<file path="config.mk">
export PLATFORM = sky130hd
export DESIGN_NAME = int8_quantized_add_requantize
export DESIGN_NICKNAME = d
export VERILOG_FILES = /design/src/iqar_pkg.sv /design/src/iqar_front.sv /design/src/iqar_requant.sv /design/src/iqar_mask_pack.sv /design/src/int8_quantized_add_requantize.sv
export SDC_FILE = /design/constraint.sdc
export NUM_CORES = 2
export LEC_CHECK = 0
export BUFFER_PORTS_ARGS = -buffer_cell sky130_fd_sc_hd__clkbuf_2
export CORE_UTILIZATION = 50
export DETAILED_ROUTE_END_ITERATION = 12
export PLACE_DENSITY = 0.74
export SLEW_MARGIN = 20
export SYNTH_ARGS = -nofsm -noshare
export SYNTH_HDL_FRONTEND = slang
export SYNTH_SLANG_ARGS = --single-unit
</file>
<file path="constraint.sdc">
create_clock -name clk_i -period 10.4 [get_ports clk_i]
set_input_delay 0.52 -clock clk_i [delete_from_list [all_inputs] [get_ports clk_i]]
set_output_delay 0.52 -clock clk_i [all_outputs]
set_load 0.05 [all_outputs]
</file>
<file path="src/iqar_pkg.sv">
`timescale 1ns / 1ps

package iqar_pkg;

  localparam int unsigned FracBitsDef = 24;
  localparam int unsigned MaskPack    = 8;
  localparam int unsigned PosW        = $clog2(MaskPack);
  localparam int unsigned ProdW       = 40;
  localparam int unsigned AccW        = 42;
  localparam int unsigned BiasW       = 40;
  localparam int unsigned CfgW        = 40;

  typedef enum logic [1:0] {
    MODE_NONE = 2'd0,
    MODE_FLAG = 2'd1,
    MODE_PACK = 2'd2
  } mask_mode_e;

  typedef enum logic [1:0] {
    CFG_SCALE_A = 2'd0,
    CFG_SCALE_B = 2'd1,
    CFG_BIAS    = 2'd2,
    CFG_MODE    = 2'd3
  } cfg_idx_e;

  typedef struct packed {
    logic                    valid;
    logic                    last;
    logic signed [ProdW-1:0] prod_a;
    logic signed [ProdW-1:0] prod_b;
  } prod_beat_t;

  typedef struct packed {
    logic       ok;
    logic [7:0] sum;
  } rq_res_t;

  typedef struct packed {
    logic       adv;
    logic       last;
    logic       ok;
    logic [1:0] mode;
  } pack_ctl_t;

endpackage

</file>
<file path="src/iqar_front.sv">
`timescale 1ns / 1ps

module iqar_front import iqar_pkg::*; (
  input  logic               clk_i,
  input  logic               rst_ni,
  input  logic               in_valid_i,
  output logic               in_ready_o,
  input  logic [7:0]         elem_a_i,
  input  logic [7:0]         elem_b_i,
  input  logic               last_i,
  input  logic [31:0]        scale_a_i,
  input  logic [31:0]        scale_b_i,
  input  logic               down_ready_i,
  output prod_beat_t         prod_o
);

  logic       a_valid_q;
  logic       a_last_q;
  logic [7:0] a_elem_a_q;
  logic [7:0] a_elem_b_q;

  logic                    b_valid_q;
  logic                    b_last_q;
  logic signed [ProdW-1:0] b_prod_a_q, b_prod_a_d;
  logic signed [ProdW-1:0] b_prod_b_q, b_prod_b_d;

  logic b_free, a_free, a_move;

  assign b_free     = !b_valid_q || down_ready_i;
  assign a_move     = a_valid_q && b_free;
  assign a_free     = !a_valid_q || b_free;
  assign in_ready_o = a_free;

  assign b_prod_a_d = $signed({{32{a_elem_a_q[7]}}, a_elem_a_q})
                    * $signed({{8{scale_a_i[31]}}, scale_a_i});
  assign b_prod_b_d = $signed({{32{a_elem_b_q[7]}}, a_elem_b_q})
                    * $signed({{8{scale_b_i[31]}}, scale_b_i});

  always_ff @(posedge clk_i or negedge rst_ni) begin
    if (!rst_ni) begin
      a_valid_q <= 1'b0;
      b_valid_q <= 1'b0;
    end else begin
      if (a_free) begin
        a_valid_q <= in_valid_i;
      end
      if (b_free) begin
        b_valid_q <= a_valid_q;
      end
    end
  end

  always_ff @(posedge clk_i) begin
    if (in_valid_i && a_free) begin
      a_elem_a_q <= elem_a_i;
      a_elem_b_q <= elem_b_i;
      a_last_q   <= last_i;
    end
    if (a_move) begin
      b_prod_a_q <= b_prod_a_d;
      b_prod_b_q <= b_prod_b_d;
      b_last_q   <= a_last_q;
    end
  end

  assign prod_o.valid  = b_valid_q;
  assign prod_o.last   = b_last_q;
  assign prod_o.prod_a = b_prod_a_q;
  assign prod_o.prod_b = b_prod_b_q;

endmodule

</file>
<file path="src/iqar_requant.sv">
`timescale 1ns / 1ps

module iqar_requant import iqar_pkg::*; #(
  parameter int unsigned FRAC_BITS = FracBitsDef
) (
  input  logic signed [ProdW-1:0] prod_a_i,
  input  logic signed [ProdW-1:0] prod_b_i,
  input  logic [BiasW-1:0]        bias_i,
  output rq_res_t                 res_o
);

  localparam logic [AccW:0] Half = (AccW+1)'(1) << (FRAC_BITS - 1);

  logic signed [AccW-1:0] acc;
  logic                   neg;
  logic [AccW-1:0]        mag;
  logic [AccW:0]          rnd;
  logic [AccW:0]          q;

  assign acc = AccW'(prod_a_i) + AccW'(prod_b_i) + AccW'($signed(bias_i));
  assign neg = acc[AccW-1];
  assign mag = neg ? AccW'(-acc) : AccW'(acc);
  assign rnd = {1'b0, mag} + Half;
  assign q   = rnd >> FRAC_BITS;

  always_comb begin
    res_o.ok  = 1'b1;
    res_o.sum = 8'(q);
    if (neg) begin
      if (q > (AccW+1)'(128)) begin
        res_o.sum = 8'h80;
        res_o.ok  = 1'b0;
      end else begin
        res_o.sum = 8'(-q);
      end
    end else if (q > (AccW+1)'(127)) begin
      res_o.sum = 8'h7f;
      res_o.ok  = 1'b0;
    end
  end

endmodule

</file>
<file path="src/iqar_mask_pack.sv">
`timescale 1ns / 1ps

module iqar_mask_pack import iqar_pkg::*; (
  input  logic      clk_i,
  input  logic      rst_ni,
  input  pack_ctl_t ctl_i,
  output logic [MaskPack-1:0] mask_byte_o,
  output logic      mask_valid_o
);

  logic [MaskPack-1:0] bits_q, bits_d, bits_upd, sel;
  logic [PosW-1:0]     pos_q, pos_d;
  logic                active, emit;

  assign active   = ctl_i.mode == MODE_PACK;
  assign sel      = MaskPack'(1) << pos_q;
  assign bits_upd = ctl_i.ok ? (bits_q | sel) : (bits_q & ~sel);
  assign emit     = active && (pos_q == PosW'(MaskPack - 1) || ctl_i.last);

  assign mask_valid_o = emit;
  assign mask_byte_o  = emit ? bits_upd : '0;

  always_comb begin
    bits_d = bits_q;
    pos_d  = pos_q;
    if (ctl_i.adv && active) begin
      if (emit) begin
        bits_d = '0;
        pos_d  = '0;
      end else begin
        bits_d = bits_upd;
        pos_d  = pos_q + PosW'(1);
      end
    end
  end

  always_ff @(posedge clk_i or negedge rst_ni) begin
    if (!rst_ni) begin
      bits_q <= '0;
      pos_q  <= '0;
    end else begin
      bits_q <= bits_d;
      pos_q  <= pos_d;
    end
  end

endmodule

</file>
<file path="src/int8_quantized_add_requantize.sv">
`timescale 1ns / 1ps
// Channel   Dir  Beat contents (low bit first)
// s_axis    in   tdata: elem_a[7:0], elem_b[15:8]; tlast: last_elem
// m_axis    out  tdata: sum_out[7:0], mask_byte[15:8]; tuser: in_range, mask_byte_valid
// cfg       in   cfg_we_i, cfg_idx_i, cfg_data_i
//
// One beat in and one beat out per cycle while the output is not stalled.
// Stages: input register, product register (two 8x32 multiplies), result register.
// Each stage advances on its own, so bubbles are squeezed out under output stalls.
// Reset empties the pipe, loads the default registers and clears the mask packer.

module int8_quantized_add_requantize import iqar_pkg::*; #(
  parameter int unsigned FRAC_BITS = FracBitsDef
) (
  input  logic            clk_i,
  input  logic            rst_ni,
  input  logic            s_axis_tvalid,
  output logic            s_axis_tready,
  input  logic [15:0]     s_axis_tdata,   // elem_a, elem_b
  input  logic            s_axis_tlast,   // last_elem
  output logic            m_axis_tvalid,
  input  logic            m_axis_tready,
  output logic [15:0]     m_axis_tdata,   // sum_out, mask_byte
  output logic [1:0]      m_axis_tuser,   // in_range, mask_byte_valid
  input  logic            cfg_we_i,
  input  logic [1:0]      cfg_idx_i,
  input  logic [CfgW-1:0] cfg_data_i
);

  localparam logic [31:0] ScaleOne = 32'(64'd1 << FRAC_BITS);

  logic [31:0]      scale_a_q, scale_b_q;
  logic [BiasW-1:0] bias_q;
  logic [1:0]       mode_q;

  prod_beat_t prod;
  rq_res_t    res;
  pack_ctl_t  pctl;
  logic       out_free, out_load;
  logic [7:0] mbyte;
  logic       mvalid;

  logic        out_valid_q;
  logic [15:0] out_data_q;
  logic [1:0]  out_user_q;

  always_ff @(posedge clk_i or negedge rst_ni) begin
    if (!rst_ni) begin
      scale_a_q <= ScaleOne;
      scale_b_q <= ScaleOne;
      bias_q    <= '0;
      mode_q    <= MODE_NONE;
    end else if (cfg_we_i) begin
      case (cfg_idx_e'(cfg_idx_i))
        CFG_SCALE_A: scale_a_q <= cfg_data_i[31:0];
        CFG_SCALE_B: scale_b_q <= cfg_data_i[31:0];
        CFG_BIAS:    bias_q    <= cfg_data_i[BiasW-1:0];
        CFG_MODE:    mode_q    <= cfg_data_i[1:0];
        default:     mode_q    <= mode_q;
      endcase
    end
  end

  assign out_free = !out_valid_q || m_axis_tready;
  assign out_load = prod.valid && out_free;

  iqar_front u_front (
    .clk_i        (clk_i),
    .rst_ni       (rst_ni),
    .in_valid_i   (s_axis_tvalid),
    .in_ready_o   (s_axis_tready),
    .elem_a_i     (s_axis_tdata[7:0]),
    .elem_b_i     (s_axis_tdata[15:8]),
    .last_i       (s_axis_tlast),
    .scale_a_i    (scale_a_q),
    .scale_b_i    (scale_b_q),
    .down_ready_i (out_free),
    .prod_o       (prod)
  );

  iqar_requant #(.FRAC_BITS(FRAC_BITS)) u_requant (
    .prod_a_i (prod.prod_a),
    .prod_b_i (prod.prod_b),
    .bias_i   (bias_q),
    .res_o    (res)
  );

  assign pctl.adv  = out_load;
  assign pctl.last = prod.last;
  assign pctl.ok   = res.ok;
  assign pctl.mode = mode_q;

  iqar_mask_pack u_mask (
    .clk_i        (clk_i),
    .rst_ni       (rst_ni),
    .ctl_i        (pctl),
    .mask_byte_o  (mbyte),
    .mask_valid_o (mvalid)
  );

  always_ff @(posedge clk_i or negedge rst_ni) begin
    if (!rst_ni) begin
      out_valid_q <= 1'b0;
    end else if (out_free) begin
      out_valid_q <= prod.valid;
    end
  end

  always_ff @(posedge clk_i) begin
    if (out_load) begin
      out_data_q <= {mbyte, res.sum};
      out_user_q <= {mvalid, res.ok};
    end
  end

  assign m_axis_tvalid = out_valid_q;
  assign m_axis_tdata  = out_data_q;
  assign m_axis_tuser  = out_user_q;

endmodule

</file>
# Word level (Yosys, flattened, before mapping)
# Cells that the tools add are included.
# totals
output_inout_bits	20
ff_bits	236
input_bits	64
wordCells	62
# op_classes
addsub	6
n_mul	2
reduce_logical	17
bitwise_logic	3
n_lt_le_gt_ge	2
shift	1
eq_ne	5
muxes	8
# ops
operator	count
multiplier 8 x 32 -> 40 bit	2
adder 42 x 24 -> 43 bit, second input constant	1
adder 41 x 40 -> 42 bit	1
2-to-1 mux 42 bit	1
negator 42 bit	1
adder 40 x 40 -> 41 bit	1
2-to-1 mux 8 bit	3
greater-than comparator 19 x 7 -> 1 bit, second input constant	1
greater-than comparator 19 x 8 -> 1 bit, second input constant	1
2-to-1 mux 9 bit	2
bitwise AND 8 bit	1
negator 8 bit	1
inverter 8 bit	1
OR 8 bit	1
AND reduction 2 bit	4
left shift 1 x 3 -> 8 bit, first input constant	1
== test 2 bit, second input constant	3
logical AND 1 bit	5
logical OR 1 bit	4
adder 3 x 1 -> 3 bit, second input constant	1
== test 3 bit, second input constant	1
zero test 1 bit	3
2-to-1 mux 3 bit	1
== test 2 x 1 -> 1 bit, second input constant	1
2 further kinds	2

# Depth between registers and ports, before layout
# logic_depth
word_depth	10
ltp_mapped	28
ltp_nobuf	25

# By module
# A second synthesis with hierarchy kept.
# hier_totals
hier_cells	3249
hier_area_um2	31471.4
# modules_own_cells
mod	cells_per_inst	seq_area_each_um2	area_per_inst_um2	n_inst
iqar_front	2216	2992.9	20975.1	1
iqar_requant	699	0.0	5206.2	1
int8_quantized_add_requantize	248	3220.6	4558.1	1
iqar_mask_pack	86	275.3	732.0	1

# Worst setup path after synthesis
# Ideal clock, no wire load.
# synth_path
kind	reg-to-reg
start	register bias_q[1]
end	register out_data_q[7], in the netlist m_axis_tdata[7] (data pin)
stages_incl_launch_ff	24
setup_time_ns	0.254
t_arrival_ns	6.408
path_buffers	3
setup_slack_ns	3.738
cell_sequence	dfrtp_1 fa_1 ha_1 fa_1 a21o_1 a221oi_4 o211a_1 o211ai_1 o211a_1 a22o_1 a2bb2oi_1 clkbuf_1 clkbuf_1 buf_1 o31ai_1 xor2_1 ha_1 and3_1 a31o_2 a221oi_2 xnor2_1 a41oi_1 or4_4 o21a_1
# synth_lines
item	line	rtl
start, declared	int8_quantized_add_requantize.sv:33	logic [BiasW-1:0] bias_q;
start signal, assigned	int8_quantized_add_requantize.sv:57	CFG_BIAS: bias_q <= cfg_data_i[BiasW-1:0];
end signal, assigned	int8_quantized_add_requantize.sv:111	out_data_q <= {mbyte, res.sum};
end, declared	int8_quantized_add_requantize.sv:44	logic [15:0] out_data_q;

# Final worst setup path
# layout_path
start	register u_front.a_elem_a_q[3]
end	register u_front.b_prod_a_q[38] (data pin)
# layout_between
elab_chain_cells	1
# layout_lines
item	line	rtl
start, declared	iqar_front.sv:19	logic [7:0] a_elem_a_q;
start signal, assigned	iqar_front.sv:55	a_elem_a_q <= elem_a_i;
multiplier 8 x 32 -> 40 bit	iqar_front.sv:35	* $signed({{8{scale_a_i[31]}}, scale_a_i});
named net u_front.b_prod_a_d[38]	iqar_front.sv:24	logic signed [ProdW-1:0] b_prod_a_q, b_prod_a_d;
end signal, assigned	iqar_front.sv:60	b_prod_a_q <= b_prod_a_d;
end, declared	iqar_front.sv:24	
# The timed path passes the listed nets, and every way through them passes these cells.
# A chain may end at the register's enable or synchronous reset.

==> results.py <==
metrics = {
    "outcome": {
        "status": "completed",
    },
    "sta": {
        "rsz0062_at_grt": "false",
        "setup_tns_ps": 0,
        "clock_skew_ps": 42.3,
        "slew_headroom": 0.283,
        "min_period_over_period": 0.753,
        "finalSetupViolations": 0,
        "final_hold_viol_count": 0,
        "period_needed_ps": 7830,
        "tightest_slew_ps": 1080,
        "max_freq_mhz": 128,
        "maxSlewViolCount": 0,
    },
    "routing": {
        "first_pass_iters": 5,
        "drt.antenna.violating_nets": 0,
        "wl_um": 70900,
        "via_count": 21800,
        "drt_first_iter_violations": 1659,
        "avgRoutedWirePerCell_um": 18.1,
        "drc": 0,
        "vias_per_cell": 5.55,
    },
    "synth": {
        "syn_area_per_cell_um2": 9.87,
        "ys.flop_type": "dfrtp_1",
        "async_flop_share": 0.508,
        "synth_cells": 3078,
        "yosysWarnings": 0,
        "synth_edf_count": 116,
        "yosysSeqAreaShare": 0.214,
        "ys_ff_latch": 236,
        "yosysUniqueCellTypes": 94,
        "synth_nets": 3784,
        "synth.cell_area_mm2": 0.0304,
    },
    "global_route": {
        "track_usage": 0.239,
        "grt_pass1_wl_um": 119000,
        "antenna_found_initial": 0,
        "grt_max_degree": 62,
        "grt_remaining_overflow": 0,
        "grt_pass1_vias": 22500,
    },
    "floorplanning": {
        "io-pin-count": 84,
        "dieArea_mm2": 0.0618,
        "start_util": 0.510,
        "die_x_um": 249,
        "rows": 89,
        "die_h_um": 249,
        "fp.coreArea_mm2": 0.0596,
    },
    "clock_tree": {
        "numClockSinks": 236,
        "cts_tree": "yes",
        "cts-root-buf": "clkbuf_16",
        "htree_levels": 1,
        "clk_pin_slew_ps": 70,
        "postCtsSetupBuffers": 0,
        "cts_inserted_buffers": 30,
        "clk-insertion-delay-late_ps": 610,
        "clockBufferDepth": 3,
        "post_cts_resized": 0,
    },
    "worst_setup_path": {
        "crit_arrival_ps": 8180,
        "cp.required_ps": 10750,
        "r2r_end": "u_front.b_prod_a_q[38]",
        "worst_r2r_path_depth": 23,
        "rr_startpoint": "u_front.a_elem_a_q[3]",
        "worst-setup-path-type": "reg -> reg",
        "worstSetupEndpointType": "flip-flop",
        "cp-start-kind": "flip-flop",
        "cp_max_fo": 32,
        "ff2ff_setup_slack_ps": 2570,
    },
    "placed_design": {
        "dp_hpwl_um": 56700,
        "gp_congestion": 0.920,
        "portBuffers": 83,
        "post-place-cells": 3859,
    },
    "worst_hold_path": {
        "holdPathStages": 1,
        "hold_path.class": "in -> reg",
        "whs_endpoint": "u_front.a_last_q",
        "min_from": "s_axis_tlast",
    },
    "final_layout": {
        "final_nets": 3828,
        "area_growth_pct": 7.66,
        "diodes": 0,
        "stdcell_count": 3919,
        "drive_gt1_frac": 0.101,
    },
    "flow_run": {
        "maxCapViolCount": 0,
    },
}
critical path, cell delays in order (launching register included):
cell	delay, ps
edfxtp_1	990
nand2_1	190
fa_1	530
fa_1	540
inv_1	50
fa_1	470
inv_1	50
fa_1	470
inv_1	40
ha_1	300
o21ai_0	120
a21boi_0	480
o21bai_1	170
a21boi_0	260
o21ai_0	180
a21oi_1	300
nor3_1	140
o31ai_1	680
a21oi_1	200
a211oi_1	720
a2111oi_0	250
o21bai_1	200
a21oi_1	100
xnor2_1	120
routing by layer:
metal | track usage | vias to the layer above | routed length [um]
met2 | 0.396 | 556 | 33700
met1 | 0.327 | 11000 | 31000
li1 | - | 10100 | -
met4 | 0.0747 | 0 | 2500
met3 | 0.0287 | 126 | 3720
met5 | 0 | - | 0
Yosys cell counts (79+ instances only):
master | instances | area [um^2]
inv_1 | 512 | 1920
fa_1 | 439 | 8790
and2_1 | 327 | 2050
nand2_1 | 241 | 905
ha_1 | 203 | 2540
dfrtp_1 | 118 | 2950
edfxtp_1 | 116 | 3480
mux2_2 | 110 | 1240
a21oi_1 | 98 | 490
nor2_1 | 93 | 349
clkbuf_1 | 82 | 308
nand2b_1 | 79 | 494
placed cells by master (no fill, tap or decap), types with 18 or more instances in the layout:
cell type  synthesis  routed
mux2_2           110     110
xor2_1            32      32
a21o_1            36      36
buf_4              0      18
clkbuf_16          0      31
o211ai_1          23      23
a21oi_1           98      98
o21a_1            19      19
nand3_1           58      58
fa_1             439     439
clkbuf_2           1      82
inv_1            512     512
edfxtp_1         116     116
nand2b_1          79      79
nand2_1          241     241
nor2_1            93      93
dfrtp_1          118     118
and2_1           327     326
and3_1            34      34
nor3_1            35      34
ha_1             203     203
o21ai_0           59      59
xnor2_1           78      78
stage by stage:
| step | utilization | hold slack, ps | worst slack [ps] | area (um^2) |
|---|---|---|---|---|
| 5_1_grt | 0.549 | 71.2 | 2060 | 32700 |
| 3_3_place_gp | 0.530 | 406 | 2960 | 31600 |
| 3_5_place_dp | 0.530 | 410 | 2750 | 31600 |
| 4_1_cts | 0.548 | 56.8 | 2650 | 32700 |
| 2_1_floorplan | - | 224 | 3740 | 30400 |
| 6_report | 0.549 | 88.1 | 2570 | 32700 |
worst max-delay path by stage:
| stage | startpoint | to | slack, ps | depth (start not counted) |
|---|---|---|---|---|
| floorplan | bias_q[1] | m_axis_tdata[7] | 3740 | 23 |
| global placement | u_front.a_elem_a_q[3] | u_front.b_prod_a_q[38] | 2960 | 23 |
| detailed placement | u_front.a_elem_a_q[3] | u_front.b_prod_a_q[38] | 2750 | 23 |
| CTS | u_front.a_elem_a_q[3] | u_front.b_prod_a_q[38] | 2650 | 23 |
| global route | u_front.a_elem_a_q[3] | u_front.b_prod_a_q[38] | 2060 | 23 |
| finish | u_front.a_elem_a_q[3] | u_front.b_prod_a_q[38] | 2570 | 23 |
registers in the layout (all words and copies together) (netlist names):
| name | count |
|---|---|
| bias_q | 40 |
| u_front.b_prod_a_q | 40 |
| u_front.b_prod_b_q | 40 |
| scale_a_q | 32 |
| scale_b_q | 32 |
| m_axis_tdata | 16 |
| u_front.a_elem_a_q | 8 |
| u_front.a_elem_b_q | 8 |
| u_mask.bits_q | 8 |
| u_mask.pos_q | 3 |
| m_axis_tuser | 2 |
| mode_q | 2 |
| m_axis_tvalid | 1 |
| u_front.a_last_q | 1 |
| u_front.a_valid_q | 1 |
| u_front.b_last_q | 1 |
| u_front.b_valid_q | 1 |
area by class of cell:
cell class | count | area (um^2)
Tap cell | 773 | 967
Inverter | 513 | 1930
Sequential cell | 236 | 6490
Clock buffer | 36 | 805
Multi-Input combinational cell | 2236 | 21600
Clock inverter | 20 | 274
Timing Repair Buffer | 105 | 612
Fill cell | 5190 | 26900
cell families (layout without fill, tap and decap cells):
family	after synthesis	in the layout	synth area share
AOI/OAI and AO/OA	393	393	0.0900
xor gates and xnor gates	110	110	0.0317
adders and majority gates	642	642	0.373
buffers and inverters	606	674	0.0753
DFF	236	236	0.214
muxes	117	117	0.0431
and+or+nand+nor	974	974	0.174
repair_timing:
action,4_1_cts,5_1_grt
hold buffers,1,0
endpoints found under the setup margin,0,0
endpoints found under the hold margin,60,0
Power is left out: the tool's default activity adds up to more than one toggle a clock period on the data nets, which glitch-free logic cannot reach.
